[config.mk]
export PLATFORM = sky130hd
export DESIGN_NAME = bqc_div_cell
export DESIGN_NICKNAME = d
export VERILOG_FILES = /design/src/bqc_pkg.sv /design/src/bqc_div_cell.sv
export SDC_FILE = /design/constraint.sdc
export NUM_CORES = 1
export LEC_CHECK = 0
export BUFFER_PORTS_ARGS = -buffer_cell sky130_fd_sc_hd__clkbuf_2
export CORE_MARGIN = 5
export CORE_UTILIZATION = 25
export CTS_BUF_LIST = sky130_fd_sc_hd__clkbuf_16
export CTS_CLUSTER_DIAMETER = 80
export DETAILED_ROUTE_END_ITERATION = 8
export GPL_TIMING_DRIVEN = 0
export SLEW_MARGIN = 20
export SYNTH_ARGS = -nofsm -noshare
export SYNTH_HDL_FRONTEND = slang
export SYNTH_SLANG_ARGS = --single-unit
[constraint.sdc]
create_clock -name clk -period 4.75 [get_ports clk]
set_input_delay 1.425 -clock clk [delete_from_list [all_inputs] [get_ports clk]]
set_output_delay 1.425 -clock clk [all_outputs]
set_load 0.01 [all_outputs]
[src/bqc_pkg.sv]
`default_nettype none

package bqc_pkg;

  // Fixed-point format of the coefficients and depth of the rotation chain
  localparam int COEF_FRAC_BITS = 28;
  localparam int TAN_ITERATIONS = 24;

  // Steps of each digit-recurrence chain
  localparam int F_STEPS    = 32;
  localparam int PQ_STEPS   = 58;
  localparam int NORM_STEPS = 5;
  localparam int COEF_STEPS = COEF_FRAC_BITS + 2;
  localparam int NUM_W      = COEF_FRAC_BITS + 34;

  localparam int CORDIC_W = 34;
  localparam int CS_W     = 27;
  localparam int TERM_W   = 58;
  localparam int TOT_W    = 59;
  localparam int REM_W    = 32;
  localparam int WORK_W   = 64;

  localparam logic [31:0] ATAN_Q30 [32] = '{
    32'h3243F6A8, 32'h1DAC6705, 32'h0FADBAFC, 32'h07F56EA6, 32'h03FEAB76, 32'h01FFD55B,
    32'h00FFFAAA, 32'h007FFF55, 32'h003FFFEA, 32'h001FFFFD, 32'h000FFFFF, 32'h0007FFFF,
    32'h0003FFFF, 32'h0001FFFF, 32'h0000FFFF, 32'h00007FFF, 32'h00003FFF, 32'h00001FFF,
    32'h00000FFF, 32'h000007FF, 32'h000003FF, 32'h000001FF, 32'h000000FF, 32'h0000007F,
    32'h0000003F, 32'h0000001F, 32'h0000000F, 32'h00000008, 32'h00000004, 32'h00000002,
    32'h00000001, 32'h00000000
  };

  typedef struct packed {
    logic signed [CORDIC_W-1:0] x;
    logic signed [CORDIC_W-1:0] y;
    logic signed [CORDIC_W-1:0] z;
  } cordic_t;

  // Partial remainder, divisor, and a word that shifts dividend bits out of
  // the top while quotient bits shift in at the bottom
  typedef struct packed {
    logic [REM_W-1:0]  rem;
    logic [REM_W-1:0]  den;
    logic [WORK_W-1:0] work;
  } div_t;

  typedef struct packed {
    logic [TOT_W-1:0]  tot;
    logic [TERM_W-1:0] cc;
    logic [TERM_W-1:0] ss;
    logic [TERM_W-1:0] pq;
  } norm_t;

endpackage

`default_nettype wire

[src/bqc_div_cell.sv]
`default_nettype none

module bqc_div_cell (
  input  logic          clk,
  input  logic          en,
  input  bqc_pkg::div_t d,
  output bqc_pkg::div_t q
);
  import bqc_pkg::*;

  logic [REM_W:0] trial, diff;
  logic           ge;
  div_t           nxt;

  always_comb begin
    trial    = {d.rem, d.work[WORK_W-1]};
    diff     = trial - {1'b0, d.den};
    ge       = trial >= {1'b0, d.den};
    nxt.rem  = ge ? diff[REM_W-1:0] : trial[REM_W-1:0];
    nxt.den  = d.den;
    nxt.work = {d.work[WORK_W-2:0], ge};
  end

  always_ff @(posedge clk) begin
    if (en) begin
      q <= nxt;
    end
  end

endmodule

`default_nettype wire

==> flow_summary_export.csv <==
group,metric,value,unit
logic_synthesis,synthCells,487,
finish,drive_above_1_share,40.28,%
cts,cts_sinks,128,
finish,final_cell_area,8507,sq um
logic_synthesis,synth-async-reset-ratio,0,%
die,rows,57,
timing,grt_setup_unrepaired,"false",
setup_path,critPathRequiredTime,4.91,ns
die,start_util,25.37,%
logic_synthesis,ys_seq_area_share,62.29,%
grt,grt_max_degree,80,
placement,portBuffers,257,
grt,antenna_found_initial,1,
setup_path,path_delay_family,"compound AO/OA/AOI/OAI gates",
timing,relSlewSlack,43.80,%
drt,routed-via-count,4774,
hold_path,hold_depth,1,
cts,clk_pin_slew,0.07,ns
die,die-width,167.1,um
finish,largestRegisters,"q: 128 flops",
logic_synthesis,yosysTopAreaCell,"edfxtp_1",
cts,cts_made_buffers,17,
logic_synthesis,yosysWarnings,0,
drt,drt-vias-per-instance,4.336,
pwr,p_leak,3.804,nW
timing,max_freq,253.7,MHz
logic_synthesis,syn_area,6171,sq um
finish,postLayoutCoreUtil,34.98,%
logic_synthesis,synthTopCellsByArea,"edfxtp_1, ha_1, a21oi_1",
finish,finalNonFillerCells,1101,
finish,fin_nets,927,
finish,largest_register_ff_count,128,
grt,grt_usage,12.91,%
cts,ctsHoldBuffers,0,
setup_path,slowest_delay,0.74,ns
drt,drcViolationCount,0,
setup_path,crit_type,"input pin to flip-flop",
cts,ctsRootBufferMaster,"clkbuf_16",
placement,gp_congestion,0.8258,
logic_synthesis,synth_seq_cells,128,
outcome,status,"complete, no violations",
hold_path,hold_path_end,"q[27]",
logic_synthesis,synth_nets,650,
drt,detail-route-antenna-nets,0,
die,die-area,27930,sq um
finish,top_register,"q",
die,ios,258,
setup_path,critPathArrivalTime,4.10,ns
hold_path,hold_start,"d[26]",
die,core_area,24320,sq um
drt,wire_per_inst,16.83,um
drt,drt_iter0_drc,180,
finish,syn_to_final_growth,37.85,%
logic_synthesis,syn-mean-instance-area,12.67,sq um
timing,drv_slew,0,
logic_synthesis,synth_flop_cell,"edfxtp_1",
hold_path,hp-class,"input pin to flip-flop",
timing,finalSetupViolations,0,
timing,post-route-min-period,3.942,ns
logic_synthesis,post_synth_num_cell_types,49,
drt,routed_wl,18.53,mm
setup_path,end_kind,"flip-flop",
grt,grt_pass1_vias,4810,
cts,ctsHtreeMaxLevel,4,
run,cap_violations,0,
drt,dr.pass1.iters,4,
cts,cts_tree,"built",
cts,post_cts_buffers,0,
logic_synthesis,synth-edff-count,128,
timing,fin_tns_setup,0,ns
pwr,cellPowerDensity,403.1,nW/um^2
timing,fin_crit_sh,82.98,%
grt,grt_pass1_wl,27.62,mm
placement,dp_hpwl,14.52,mm
placement,placed_area,7899,sq um
grt,grt_overflow,0,
setup_path,cp_slowest_cell,"a2111oi_1",
logic_synthesis,synth_top_area_share,62.29,%
cts,clockBufferDepth,2,
cts,cts.repair.resized,0,
setup_path,startpoint_type,"input pin",
setup_path,worst-path-max-fanout,8,
die,dieHeight,167.1,um
placement,place_inst,1069,
timing,worst_slew_pin_slew,0.8409,ns
pwr,vdd_drop_max,0.0001631,V
setup_path,crit_buf_inv,3,
setup_path,cp_cell_sequence,"clkbuf_2 > inv_1 > ha_1 > clkbuf_1 > a21oi_1 > o21ai_1 > a2111oi_1 > nor3_1 > nor2_1 > o21bai_1 > xor2_1 > mux2_4",
finish,diodes,0,
timing,finalHoldViolations,0,
## cells in the mapped netlist (all sizes together), types with 2 or more instances
cell and number:
xor2 10, edfxtp 128, o31ai 7, o211ai 2, nand4 8, mux2i 2
a21o 8, inv 46, nor4b 2, o21ai 21, ha 32, or2 2
nor3 3, o21bai 5, a31o 2, and3 2, o21a 6, a211oi 3
a2111oi 4, a31oi 2, nand4b 2, nor2 37, and2 3, nand2 24
buf 11, nor2b 2, a21oi 55, xnor2 16, clkbuf 6, or3 2
nand2b 7, nand3 8, mux2 8
## routing by layer
metal	part of all wire [%]	vias to the layer above	global-route usage (%)
met2	48	185	22.09
met1	43	2209	15.50
li1	-	2362	-
met3	7.4	16	4.479
met4	1.1	2	3.557
met5	0.11	-	0
## stage by stage
stage / total power, mW / hold slack [ns] / worst slack (ns)
after floorplan: 1.792 / 1.524 / 0.9569
after global placement: 2.077 / 1.602 / 0.3988
after detailed placement: 2.078 / 1.604 / 0.4004
after CTS: 3.495 / 1.153 / 0.8391
after global routing: 3.608 / 1.151 / 0.5538
final: 3.429 / 1.179 / 0.8084
## cell type report
cell class	count	area, sq um
clock inverters	15	182.7
multi-input cells	296	2043
plain buffers	17	111.4
clock buffers	17	425.4
fillers	2437	15810
well taps	324	405.4
flip-flops and latches	128	3844
inverters	46	172.7
repair buffers	258	1323
## report_power, final
group	switching (mW)	internal, mW
clock	0.548	0.834
sequential	0.0288	1.38
combinational	0.366	0.269
total	0.943	2.49
## cells in the final DEF (no fill, tap or decap), types with 3 or more instances in the layout
cell type	n
o21a_1	6
bufinv_16	3
a2111oi_0	3
mux2_4	8
nand3_1	8
inv_6	4
inv_1	46
o21ai_0	17
and2_1	3
edfxtp_1	128
clkbuf_2	256
nor2_1	37
a21oi_1	54
o21ai_1	4
ha_1	32
buf_2	5
clkinv_4	3
clkbuf_1	6
a211oi_1	3
nor3_1	3
a21o_1	8
xnor2_1	16
nand2_1	24
buf_6	5
o21bai_1	5
xor2_1	10
nand2b_1	7
o31ai_1	7
nand4_1	8
clkbuf_16	17
## worst max path at each step
stage                from  endpoint  slack (ns)  depth (start not counted)
floorplan           d[87]    q[100]        0.96                         11
global placement    d[72]    q[119]        0.40                         12
detailed placement  d[72]    q[119]        0.40                         12
CTS                 d[72]    q[119]        0.84                         12
global route        d[72]    q[127]        0.55                         12
finish              d[72]    q[119]        0.81                         12
## logic make-up (layout without fill, tap and decap cells)
kind of cell | count (synthesis) | after routing | share of synthesized area (%)
simple gates | 107 | 107 | 8.475
flops | 128 | 128 | 62.29
buf+inv | 63 | 353 | 4.603
compound gates | 120 | 120 | 11.86
mux | 10 | 10 | 2.271
xor+xnor | 26 | 26 | 3.690
fa+ha+maj | 33 | 33 | 6.813
(Power assumes the default switching activity.)
