[config.mk]
export PLATFORM = sky130hd
export DESIGN_NAME = bqc_norm_cell
export DESIGN_NICKNAME = d
export VERILOG_FILES = /design/src/bqc_pkg.sv /design/src/bqc_norm_cell.sv
export SDC_FILE = /design/constraint.sdc
export NUM_CORES = 1
export LEC_CHECK = 0
export BUFFER_PORTS_ARGS = -buffer_cell sky130_fd_sc_hd__buf_2
export CORE_UTILIZATION = 55
export CTS_BUF_LIST = sky130_fd_sc_hd__clkbuf_4
export CTS_CLUSTER_SIZE = 40
export DETAILED_ROUTE_END_ITERATION = 8
export PLACE_DENSITY_LB_ADDON = 0.1
export SYNTH_ARGS = -nofsm -noshare
export SYNTH_HDL_FRONTEND = slang
export SYNTH_SLANG_ARGS = --single-unit
[constraint.sdc]
create_clock -name clk -period 6.4 [get_ports clk]
set_input_delay 0 -clock clk [delete_from_list [all_inputs] [get_ports clk]]
set_output_delay 0 -clock clk [all_outputs]
set_load 0.02 [all_outputs]
[src/bqc_pkg.sv]
`default_nettype none

package bqc_pkg;

  // Fixed-point format of the coefficients and depth of the rotation chain
  localparam int COEF_FRAC_BITS = 28;
  localparam int TAN_ITERATIONS = 24;

  // Steps of each digit-recurrence chain
  localparam int F_STEPS    = 32;
  localparam int PQ_STEPS   = 58;
  localparam int NORM_STEPS = 5;
  localparam int COEF_STEPS = COEF_FRAC_BITS + 2;
  localparam int NUM_W      = COEF_FRAC_BITS + 34;

  localparam int CORDIC_W = 34;
  localparam int CS_W     = 27;
  localparam int TERM_W   = 58;
  localparam int TOT_W    = 59;
  localparam int REM_W    = 32;
  localparam int WORK_W   = 64;

  localparam logic [31:0] ATAN_Q30 [32] = '{
    32'h3243F6A8, 32'h1DAC6705, 32'h0FADBAFC, 32'h07F56EA6, 32'h03FEAB76, 32'h01FFD55B,
    32'h00FFFAAA, 32'h007FFF55, 32'h003FFFEA, 32'h001FFFFD, 32'h000FFFFF, 32'h0007FFFF,
    32'h0003FFFF, 32'h0001FFFF, 32'h0000FFFF, 32'h00007FFF, 32'h00003FFF, 32'h00001FFF,
    32'h00000FFF, 32'h000007FF, 32'h000003FF, 32'h000001FF, 32'h000000FF, 32'h0000007F,
    32'h0000003F, 32'h0000001F, 32'h0000000F, 32'h00000008, 32'h00000004, 32'h00000002,
    32'h00000001, 32'h00000000
  };

  typedef struct packed {
    logic signed [CORDIC_W-1:0] x;
    logic signed [CORDIC_W-1:0] y;
    logic signed [CORDIC_W-1:0] z;
  } cordic_t;

  // Partial remainder, divisor, and a word that shifts dividend bits out of
  // the top while quotient bits shift in at the bottom
  typedef struct packed {
    logic [REM_W-1:0]  rem;
    logic [REM_W-1:0]  den;
    logic [WORK_W-1:0] work;
  } div_t;

  typedef struct packed {
    logic [TOT_W-1:0]  tot;
    logic [TERM_W-1:0] cc;
    logic [TERM_W-1:0] ss;
    logic [TERM_W-1:0] pq;
  } norm_t;

endpackage

`default_nettype wire

[src/bqc_norm_cell.sv]
`default_nettype none

module bqc_norm_cell (
  input  logic           clk,
  input  logic           en,
  input  logic [4:0]     amt,
  input  bqc_pkg::norm_t d,
  output bqc_pkg::norm_t q
);
  import bqc_pkg::*;

  logic  hit;
  norm_t nxt;

  always_comb begin
    // shift when the total still has bits at or above 2^(31+amt)
    hit = (d.tot >> ({1'b0, amt} + 6'd31)) != '0;
    if (hit) begin
      nxt.tot = d.tot >> amt;
      nxt.cc  = d.cc >> amt;
      nxt.ss  = d.ss >> amt;
      nxt.pq  = d.pq >> amt;
    end else begin
      nxt = d;
    end
  end

  always_ff @(posedge clk) begin
    if (en) begin
      q <= nxt;
    end
  end

endmodule

`default_nettype wire
==> run_results.csv <==
group,metric,value,unit
run_status,status,"complete, no violations",
grt,grt.total_usage,42.0,%
cells_and_area,area_growth,25.4,%
setup_path,crit_type,"input port to register",
clock_network,htree_levels,3,
place,port_buffers,472,
power,p_leak,0.0125,uW
setup_path,slowest_stage,"buf_4",
grt,grt_pass1_wl,133,mm
die,initial_core_util,56.3,%
setup_path,critPathMaxStageDelay,770,ps
logic_synthesis,synth_seq_cells,233,
worst_hold_path,hold_depth,3,
power,vdd_drop_max,0.138,mV
worst_hold_path,worstHoldPathType,"input port to register",
timing,finalSetupViolCount,0,
cells_and_area,fin_nets,3144,
timing,rsz0062_at_grt,"no",
cells_and_area,drive_gt1_share,32.6,%
logic_synthesis,yosys_warnings,0,
die,io-pin-count,473,
logic_synthesis,syn_avg_cell_area,9.87,um2
logic_synthesis,syn-cell-area,22600,um2
setup_path,crit_fanout,69,
timing,hold_viol,0,
clock_network,root_buffer,"clkbuf_4",
detailed_routing,drtIter0Drc,2663,
clock_network,cts.sinks,233,
logic_synthesis,synth_edf_count,233,
clock_network,post_cts_buffers,0,
clock_network,cts_buffers,68,
clock_network,clk_pin_slew,70,ps
die,core,40200,um2
timing,worst_pin_slew,1240,ps
grt,gr-max-usage-layer,"met2",
clock_network,clockBufferDepth,3,
grt,grt_overflow,0,
setup_path,startpoint_type,"input port",
die,die-width,205,um
detailed_routing,drc,0,
worst_hold_path,min-delay-start,"d[29]",
logic_synthesis,dominantRegCellSynth,"edfxtp_1",
logic_synthesis,synth_nets,2535,
cells_and_area,largest-register,"q",
job,cap_violations,0,
timing,fin_tns_setup,0,ps
cells_and_area,mostFrequentLayoutCells,"buf_2 (466), nand2_1 (403), mux2i_1 (288), dlygate4sd3_1 (265), edfxtp_1 (233)",
grt,met3_usage,8.75,%
detailed_routing,drt-total-wl,90.3,mm
timing,fin_ws,2150,ps
grt,grt_use_met1,48.8,%
timing,finalCritPeriodShare,66.4,%
die,fp.dieH,205,um
place,dpl.cell_count,3094,
cells_and_area,largest_reg_flops,233,
power,power.total,5640,uW
detailed_routing,ant_nets,0,
place,pre_cts_slack,2070,ps
setup_path,crit_path_end_kind,"register",
timing,max_freq,0.235,GHz
clock_network,cts_tree,"yes",
place,dpl.hpwl,60.5,mm
grt,antenna_found_initial,8,
cells_and_area,stdcell_count,3482,
setup_path,cp.required,6930,ps
grt,gr-usage-met2,71.3,%
power,power_density,198,nW/um2
timing,slew_headroom,17.1,%
timing,finalMaxSlewViolations,0,
setup_path,worstPathArrival,4780,ps
cells_and_area,final_common_cell,"buf_2",
cells_and_area,reg_top3,"q (233)",
timing,period_needed,4250,ps
detailed_routing,routed_via_density,6.64,
logic_synthesis,ys_types,61,
worst_hold_path,min_to,"q[29]$_DFFE_PP_",
die,rows,73,
logic_synthesis,synthCells,2295,
setup_path,crit_chain,"buf_6, buf_4, nor3_1, nand4_1, o21ai_0, a21oi_1, nand4_1, or4_4, a211o_4, buf_4, mux2_4, dlygate4sd3_1",
detailed_routing,firstDrtPassIters,7,
logic_synthesis,synth-async-reset-ratio,0,%
grt,grt_max_degree,200,
detailed_routing,wl_per_cell,25.9,um
grt,grt_pass1_vias,22500,
die,die_area,42000,um2
logic_synthesis,ys_seq_area_share,30.9,%
detailed_routing,vias,23100,
place,gp_congestion,1.01,
-- synth_stat cells (6+ instances only) --
| library cell | instances | area [um2] |
|---|---|---|
| a21oi_1 | 169 | 846 |
| inv_1 | 19 | 71.3 |
| buf_2 | 35 | 175 |
| nor2_1 | 129 | 484 |
| nor3_1 | 25 | 125 |
| edfxtp_1 | 233 | 7000 |
| o22ai_1 | 27 | 169 |
| a31oi_1 | 17 | 106 |
| o21a_1 | 17 | 128 |
| nand3_1 | 26 | 130 |
| buf_1 | 61 | 229 |
| nor2b_1 | 19 | 119 |
| clkbuf_1 | 104 | 390 |
| mux4_2 | 125 | 2820 |
| a211oi_1 | 23 | 173 |
| o21ai_0 | 177 | 886 |
| and3_1 | 9 | 56.3 |
| a21o_1 | 11 | 82.6 |
| or2_2 | 6 | 37.5 |
| o2bb2ai_1 | 9 | 78.8 |
| mux2i_1 | 288 | 2880 |
| nand2_1 | 403 | 1510 |
| a22o_1 | 31 | 272 |
| mux2_2 | 112 | 1260 |
| mux2_4 | 115 | 1730 |
| buf_6 | 19 | 214 |
| o211ai_1 | 18 | 135 |
-- where the power goes --
part | total, uW | leakage (uW) | internal (uW) | switching [uW]
clock network | 1440 | 0.000487 | 706 | 738
registers | 1970 | 0.00226 | 1900 | 70.8
logic | 2220 | 0.00973 | 907 | 1310
total | 5640 | 0.0125 | 3520 | 2120
-- per-layer routing --
| layer | routed length (um) | vias up |
|---|---|---|
| li1 | - | 9927 |
| met1 | 31200 | 11000 |
| met2 | 43700 | 1810 |
| met3 | 9880 | 394 |
| met4 | 5490 | 0 |
| met5 | 0 | - |
-- through the flow --
stage                     hold slack (ps)  utilization [%]  instance area [um2]
after detailed placement              327             62.0                24900
after CTS                            6.84             70.6                28400
final                                97.3             70.7                28400
after floorplan                       112                -                22600
after global routing                 91.8             70.7                28400
after global placement                322             62.0                24900
-- logic make-up after synthesis --
logic type / synth area share, %
flops: 30.9
buf+inv: 4.82
mux: 38.4
compound gates: 14.4
simple gates: 11.5
-- layout make-up --
class	instances	area (um2)
Multi-Input combinational cell	1822	14600
Fill cell	3099	11800
Sequential cell	233	7000
Timing Repair Buffer	759	5260
Clock buffer	92	691
Tap cell	525	657
Clock inverter	21	116
Inverter	20	85.1
Antenna cell	10	25.0
-- critical path: cells and delay by family --
kind	cells	cell delay (ps)
buffers and inverters	4	2250
and+or+nand+nor	4	1150
muxes	1	370
AOI/OAI and AO/OA	3	860
-- worst max path at each step --
stage	start	end	slack, ps	depth (start not counted)
6_report	amt[2]	q[113]$_DFFE_PP_	2150	12
5_1_grt	amt[2]	q[113]$_DFFE_PP_	2010	12
3_3_place_gp	amt[2]	q[96]$_DFFE_PP_	2110	10
3_5_place_dp	amt[0]	q[96]$_DFFE_PP_	2070	10
2_1_floorplan	amt[3]	q[0]$_DFFE_PP_	3330	13
4_1_cts	amt[0]	q[171]$_DFFE_PP_	2400	11
-- timing repair --
item	in CTS	in global routing
hold buffers	265	0
hold endpoints to repair	332	0
gates resized for setup	0	0
Note: power is estimated with default switching activity, not from simulation.
