**src/bqc_pkg.sv**
```systemverilog
`default_nettype none

package bqc_pkg;

  // Fixed-point format of the coefficients and depth of the rotation chain
  localparam int COEF_FRAC_BITS = 28;
  localparam int TAN_ITERATIONS = 24;

  // Steps of each digit-recurrence chain
  localparam int F_STEPS    = 32;
  localparam int PQ_STEPS   = 58;
  localparam int NORM_STEPS = 5;
  localparam int COEF_STEPS = COEF_FRAC_BITS + 2;
  localparam int NUM_W      = COEF_FRAC_BITS + 34;

  localparam int CORDIC_W = 34;
  localparam int CS_W     = 27;
  localparam int TERM_W   = 58;
  localparam int TOT_W    = 59;
  localparam int REM_W    = 32;
  localparam int WORK_W   = 64;

  localparam logic [31:0] ATAN_Q30 [32] = '{
    32'h3243F6A8, 32'h1DAC6705, 32'h0FADBAFC, 32'h07F56EA6, 32'h03FEAB76, 32'h01FFD55B,
    32'h00FFFAAA, 32'h007FFF55, 32'h003FFFEA, 32'h001FFFFD, 32'h000FFFFF, 32'h0007FFFF,
    32'h0003FFFF, 32'h0001FFFF, 32'h0000FFFF, 32'h00007FFF, 32'h00003FFF, 32'h00001FFF,
    32'h00000FFF, 32'h000007FF, 32'h000003FF, 32'h000001FF, 32'h000000FF, 32'h0000007F,
    32'h0000003F, 32'h0000001F, 32'h0000000F, 32'h00000008, 32'h00000004, 32'h00000002,
    32'h00000001, 32'h00000000
  };

  typedef struct packed {
    logic signed [CORDIC_W-1:0] x;
    logic signed [CORDIC_W-1:0] y;
    logic signed [CORDIC_W-1:0] z;
  } cordic_t;

  // Partial remainder, divisor, and a word that shifts dividend bits out of
  // the top while quotient bits shift in at the bottom
  typedef struct packed {
    logic [REM_W-1:0]  rem;
    logic [REM_W-1:0]  den;
    logic [WORK_W-1:0] work;
  } div_t;

  typedef struct packed {
    logic [TOT_W-1:0]  tot;
    logic [TERM_W-1:0] cc;
    logic [TERM_W-1:0] ss;
    logic [TERM_W-1:0] pq;
  } norm_t;

endpackage

`default_nettype wire

```
**src/bqc_cordic_cell.sv**
```systemverilog
`default_nettype none

module bqc_cordic_cell (
  input  logic            clk,
  input  logic            en,
  input  logic [4:0]      step,
  input  bqc_pkg::cordic_t d,
  output bqc_pkg::cordic_t q
);
  import bqc_pkg::*;

  logic signed [CORDIC_W-1:0] xi, yi, xs, ys, at;
  cordic_t nxt;

  always_comb begin
    xi = d.x;
    yi = d.y;
    xs = xi >>> step;
    ys = yi >>> step;
    at = {2'b00, ATAN_Q30[step]};
    // rotate towards zero residual angle
    if (!d.z[CORDIC_W-1]) begin
      nxt.x = xi - ys;
      nxt.y = yi + xs;
      nxt.z = d.z - at;
    end else begin
      nxt.x = xi + ys;
      nxt.y = yi - xs;
      nxt.z = d.z + at;
    end
  end

  always_ff @(posedge clk) begin
    if (en) begin
      q <= nxt;
    end
  end

endmodule

`default_nettype wire

```
**config.mk**
```make
export PLATFORM = sky130hd
export DESIGN_NAME = bqc_cordic_cell
export DESIGN_NICKNAME = d
export VERILOG_FILES = /design/src/bqc_pkg.sv /design/src/bqc_cordic_cell.sv
export SDC_FILE = /design/constraint.sdc
export NUM_CORES = 1
export LEC_CHECK = 0
export BUFFER_PORTS_ARGS = -buffer_cell sky130_fd_sc_hd__buf_4
export CORE_MARGIN = 2
export CORE_UTILIZATION = 60
export DETAILED_ROUTE_END_ITERATION = 12
export PLACE_DENSITY = 0.93
export SLEW_MARGIN = 20
export SYNTH_ARGS = -nofsm -noshare
export SYNTH_HDL_FRONTEND = slang
export SYNTH_SLANG_ARGS = --single-unit
export TNS_END_PERCENT = 5
```
**constraint.sdc**
```tcl
create_clock -name clk -period 9.1 [get_ports clk]
set_clock_uncertainty 0.05 [all_clocks]
set_input_delay 1.82 -clock clk [delete_from_list [all_inputs] [get_ports clk]]
set_output_delay 1.82 -clock clk [all_outputs]
set_load 0.05 [all_outputs]
```
==> results of run 1 <==
## power breakdown
| part | switching [W] | total (W) | internal (W) |
|---|---|---|---|
| clock | 0.000202 | 0.000420 | 0.000217 |
| sequential | 0.0000362 | 0.000739 | 0.000703 |
| combinational | 0.00123 | 0.00191 | 0.000687 |
## cells by family after synthesis
| logic type | synth area share (%) |
|---|---|
| XOR/XNOR | 10.8 |
| flip-flops | 20.9 |
| adder cells (fa/ha/maj) | 9.81 |
| AND/OR/NAND/NOR | 14.7 |
| multiplexers | 17.6 |
| buffers and inverters | 4.24 |
| AO/OA/AOI/OAI | 22.0 |
## synth_stat cells (12+ instances only)
cell type / number / area (um^2)
a21oi_1: 158 / 791
a21o_1: 53 / 398
o21ai_0: 82 / 410
o22ai_1: 27 / 169
and3_1: 16 / 100
o21a_1: 19 / 143
mux2i_1: 54 / 541
a211oi_1: 19 / 143
o21bai_1: 13 / 97.6
edfxtp_1: 102 / 3060
buf_1: 17 / 63.8
clkbuf_1: 40 / 150
nor2b_1: 26 / 163
buf_2: 23 / 115
xnor2_1: 103 / 902
nand4_1: 12 / 75.1
ha_1: 110 / 1380
a31oi_1: 32 / 200
xor2_1: 77 / 674
nand2b_1: 23 / 144
nand3_1: 23 / 115
nor3_1: 22 / 110
nand2_1: 106 / 398
inv_1: 46 / 173
nor2_1: 131 / 492
mux2_2: 37 / 417
mux4_2: 62 / 1400
and2_1: 17 / 106
## routing by layer
metal  vias up  global-route usage (%)  wire, um
li1       6493                       -         -
met1      6885                    47.8     18900
met2      1037                    63.7     23200
met3       198                    6.73      5250
met4         0                    17.5      2410
met5         -                       0         0
## area by class of cell
cell class,count,area (um^2),share of cell area (%)
timing repair buffer,241,1820,10.9
clock buffer,9,225,1.34
sequential,102,3060,18.3
multi-input combinational,1383,11000,65.5
clock inverter,7,80.1,0.478
inverter,49,184,1.10
tap,324,405,2.42
## through the flow
step	cell area [um^2]	power, W	setup WS (ns)	hold WS [ns]	std cells
2_1_floorplan	14600	0.00211	1.45	1.88	1623
3_3_place_gp	16400	0.00258	0.870	2.08	2099
3_5_place_dp	16400	0.00262	0.696	2.08	2099
4_1_cts	16700	0.00305	1.03	1.71	2115
5_1_grt	16700	0.00321	0.399	1.73	2115
6_report	16700	0.00307	0.808	1.72	2115
## how the worst max path moves through the flow
stage,from,end,slack (ns),depth (start not counted)
detailed placement,step[2],q[101]$_DFFE_PP_,0.70,24
finish,step[2],q[101]$_DFFE_PP_,0.81,24
CTS,step[2],q[101]$_DFFE_PP_,1.03,24
floorplan,step[1],q[33]$_DFFE_PP_,1.45,25
global placement,step[2],q[101]$_DFFE_PP_,0.87,22
global route,step[2],q[101]$_DFFE_PP_,0.40,24
==> out/qor.yml, run 1 <==
floorplanning:
  die_area_um2: 25700
  num_io_pins: 211
  die_w_um: 160
  dieHeight_um: 160
  coreArea_um2: 24100
  rows: 57
  initial_core_util_pct: 60.8
cts:
  clockBufferDepth: 2
  clk_pin_slew_ns: 0.08
  clock_sink_count: 102
  cts_tree: "built"
  numCtsBuffers: 9
  cts_setup_buffers: 0
  cts.repair.resized: 0
  cts-htree-levels: 3
  ctsHoldBuffers: 0
  cts_root_buf: "clkbuf_16"
setup_path:
  crit_chain: "buf_4, buf_4, mux4_2, mux2i_1, o22ai_1, or3_1, nor3_1, nand3b_1, nor2_1, and3_1, a31oi_1, xor2_1, ha_1, a21o_1, a21o_1, a21oi_1, o21ai_0, a21oi_1, o31ai_1, a21oi_1, nor2b_1, o21a_1, o41ai_1, xnor2_1"
  crit_path_frequent_cell: "a21oi_1"
  crit_slowest_cell: "buf_4"
  crit_path_end_kind: "flop"
  path_max_fanout: 71
  slowest_delay_ns: 0.62
  worstPathRequired_ns: 9.16
  critical-path-top-delay-family: "compound AO/OA/AOI/OAI gates"
  cp.arrival_ns: 8.35
  cp_num_buf_inv: 2
  critPathLaunchType: "primary input"
  crit_type: "primary input to flop"
drt:
  vias_per_cell: 6.91
  ant_nets: 0
  vias: 14600
  routed_wl_mm: 49.7
  firstDrtPassIters: 6
  drt-initial-drc-count: 1899
  drt-wirelength-per-cell_um: 23.5
  drc: 0
hold_path:
  worstHoldStart: "d[68]"
  min_path_cells: 2
  hold_path_end: "q[68]$_DFFE_PP_"
  min_path_type: "primary input to flop"
yosys:
  synth_edf_count: 102
  syn-instance-count: 1623
  synthesis.nets: 1845
  synth_warnings: 0
  synthArstFlopShare_pct: 0
  yosysSeqAreaShare_pct: 20.9
  synth_seq_cells: 102
  syn-cell-area_um2: 14600
  synth_cell_types: 89
  synth-main-ff-cell: "edfxtp_1"
  syn_area_per_cell_um2: 9.02
finish:
  nFillCells: 1860
  drive_above_1_share_pct: 21.7
  largest-register: "q"
  antenna_cells: 0
  final_cell_mix: "buf_4, a21oi_1, nor2_1"
  fin_nets: 2008
  largest_reg_flops: 102
  area_growth_pct: 14.3
  largestRegisters: "q (102)"
  final_util_pct: 69.5
  final_common_cell: "buf_4"
global_route:
  grt_max_degree: 83
  antenna_found_initial: 0
  grtUsageTotal_pct: 37.9
  first_global_vias: 14000
  grt_overflow: 0
  grt_first_pass_wirelength_mm: 76.9
power:
  max-vdd-ir-drop_mv: 0.106
  leakage_nw: 7.07
  p_per_area_nw_per_um2: 183
sta:
  slew_viol_final: 0
  max_freq_mhz: 121
  hold_viol_final: 0
  setup_tns_ns: 0
  finalSetupViolations: 0
  rsz0062_at_grt: "no"
  tightest_slew_ns: 1.01
  relSlewSlack_pct: 32.5
  fin_crit_ns: 8.29
  period_share_pct: 91.1
placed_design:
  port-buffer-count: 210
  dp_hpwl_mm: 37.8
  gp_congestion: 1.03
job:
  drv_cap: 0
status:
  status: "completed"
(Power assumes the default switching activity.)
==> run 2, diff against run 1 <==
CORE_UTILIZATION = 65   (was 60)
PLACE_DENSITY = 0.95   (was 0.93)
clock period = 10.2 ns   (was 9.1 ns; I/O delays follow)
==> run 2 against run 1 <==
  * First-iteration DRC count fell by 2.2%
  * Flip-flop and latch count did not move
  * Total power fell by 9.7%
  * Die area fell by 7.5%
  * Critical path depth fell by 1
  * Clock power fell by 7.6%
  * Non-clock buffer count fell by 14
  * Via count rose by 1.9%
  * Design area fell by 1.1%
  * Setup slack improved by 0.70 ns
  * Sequential share of layout area rose by 0.20 points
==> out/qor.yml, run 2 (synthesized netlist as in run 1, its figures left out) <==
finish:
  final_util_pct: 75.5  # +6.0 points
  nFillCells: 1564  # -16%
  fin_nets: 1994  # -0.70%
  area_growth_pct: 13.1
  final_common_cell: "buf_4"
  largest_reg_flops: 102  # unchanged
  final_cell_mix: "buf_4, a21oi_1, nor2_1"
  antenna_cells: 0  # unchanged
  largest-register: "q"
  largestRegisters: "q (102)"
  drive_above_1_share_pct: 21.0  # -0.67 points
drt:
  top_layer: "met5"
  routed_wl_mm: 52.0  # +4.6%
  vias: 14900  # +1.9%
  dr_wl_met2_mm: 24.5  # +5.6%
  drt-initial-drc-count: 1857  # -2.2%
  ant_nets: 0  # unchanged
  vias_per_cell: 7.24  # +4.8%
  drc: 0  # unchanged
  wl_met3_mm: 5.88  # +12%
  wl_met1_mm: 18.2  # -3.4%
  drt-wirelength-per-cell_um: 25.3  # +7.6%
  firstDrtPassIters: 6  # unchanged
cts:
  cts_root_buf: "clkbuf_16"
  clock_sink_count: 102  # unchanged
  clockBufferDepth: 2  # unchanged
  ctsHoldBuffers: 0  # unchanged
  cts_tree: "built"
  cts.repair.resized: 0  # unchanged
  numCtsBuffers: 9  # unchanged
  cts-htree-levels: 3  # unchanged
  clk_pin_slew_ns: 0.08  # about the same
  cts_setup_buffers: 0  # unchanged
setup_path:
  crit_chain: "buf_4, buf_4, mux4_2, a22oi_1, o21ai_0, a21oi_1, or4b_2, nor2_1, and3_1, a31oi_1, xor2_1, ha_1, a21o_1, a21o_1, a21oi_1, o21ai_0, a21oi_1, o31ai_1, a21oi_1, nor2b_1, o21a_1, o41ai_1, xnor2_1"
  worstPathRequired_ns: 10.27  # +1.11 ns
  path_max_fanout: 47  # -34%
  crit_slowest_cell: "or4b_2"
  crit_path_end_kind: "flop"
  critPathLaunchType: "primary input"
  slowest_delay_ns: 0.64  # +0.02 ns
  crit_path_frequent_cell: "a21oi_1"
  crit_type: "primary input to flop"
  cp.arrival_ns: 8.76  # +0.41 ns
hold_path:
  worstHoldStart: "d[0]"
  min_path_type: "primary input to flop"
  hold_path_end: "q[0]$_DFFE_PP_"
  min_path_cells: 2  # unchanged
floorplanning:
  num_io_pins: 211  # unchanged
  die_w_um: 154  # -3.8%
  initial_core_util_pct: 66.7  # +5.9 points
  coreArea_um2: 22000  # -8.9%
  die_area_um2: 23700  # -7.5%
  rows: 54  # -5.3%
  dieHeight_um: 154  # -3.8%
global_route:
  antenna_found_initial: 1  # +1
  first_global_vias: 14500  # +3.1%
  grt_overflow: 0  # unchanged
  grt_max_degree: 83  # unchanged
  grtUsageTotal_pct: 42.7  # +4.8 points
  grt_first_pass_wirelength_mm: 79.4  # +3.2%
sta:
  relSlewSlack_pct: 19.1  # -13 points
  tightest_slew_ns: 1.20  # +0.194 ns
  slew_viol_final: 0  # unchanged
  max_freq_mhz: 115
  period_share_pct: 85.2
  fin_crit_ns: 8.69
  finalSetupViolations: 0  # unchanged
  rsz0062_at_grt: "no"
  setup_tns_ns: 0  # unchanged
  hold_viol_final: 0  # unchanged
status:
  status: "completed"
power:
  p_per_area_nw_per_um2: 167  # -8.7%
  leakage_nw: 7.00  # -1.0%
  max-vdd-ir-drop_mv: 0.170  # +61%
placed_design:
  dp_hpwl_mm: 39.7  # +5.0%
  gp_congestion: 1.06  # +2.6%
  port-buffer-count: 210  # unchanged
job:
  drv_cap: 0  # unchanged
-- run 2: worst max-delay path by stage --
| stage | from | endpoint | slack [ns] |
|---|---|---|---|
| 2_1_floorplan | step[1] | q[33]$_DFFE_PP_ | 2.33 |
| 3_3_place_gp | step[1] | q[33]$_DFFE_PP_ | 1.43 |
| 6_report | step[0] | q[101]$_DFFE_PP_ | 1.51 |
| 4_1_cts | step[0] | q[33]$_DFFE_PP_ | 1.71 |
| 5_1_grt | step[0] | q[101]$_DFFE_PP_ | 1.08 |
| 3_5_place_dp | step[0] | q[33]$_DFFE_PP_ | 1.33 |
-- run 2: final cells by class --
cell class,count,area [um^2],area share [%]
Multi-Input combinational cell,1383,11000,66.2
Sequential cell,102,3060,18.5
Tap cell,280,350,2.11
Clock buffer,10,229,1.38
Timing Repair Buffer,227,1700,10.3
Inverter,49,184,1.11
Clock inverter,6,76.3,0.461
-- run 2: power breakdown --
group | internal [W] | switching [W]
Sequential | 0.000627 | 0.0000346
Combinational | 0.000607 | 0.00112
Clock | 0.000196 | 0.000192
-- run 2: metal layers --
layer,GRT usage [%],vias to the layer above
met5,0,-
met4,25.1,2
met3,10.1,287
met2,71.0,1166
met1,50.7,6970
li1,-,6470
-- run 2: metrics by stage --
stage / std cells / cell area [um^2] / total power (W) / setup WS [ns] / hold slack (ns)
2_1_floorplan: 1623 / 14600 / 0.00188 / 2.33 / 2.10
5_1_grt: 2057 / 16600 / 0.00288 / 1.08 / 1.92
3_3_place_gp: 2041 / 16300 / 0.00230 / 1.43 / 2.30
6_report: 2057 / 16600 / 0.00277 / 1.51 / 1.92
4_1_cts: 2057 / 16600 / 0.00274 / 1.71 / 1.92
3_5_place_dp: 2041 / 16300 / 0.00235 / 1.33 / 2.30
-- run 2: worst max-delay path: cells and delay by family --
family | cells | cell delay (ns)
and+or+nand+nor | 4 | 1.48
buffers and inverters | 2 | 0.92
muxes | 1 | 0.55
AOI/OAI and AO/OA | 13 | 3.04
xor gates and xnor gates | 2 | 0.33
adders and majority gates | 1 | 0.37
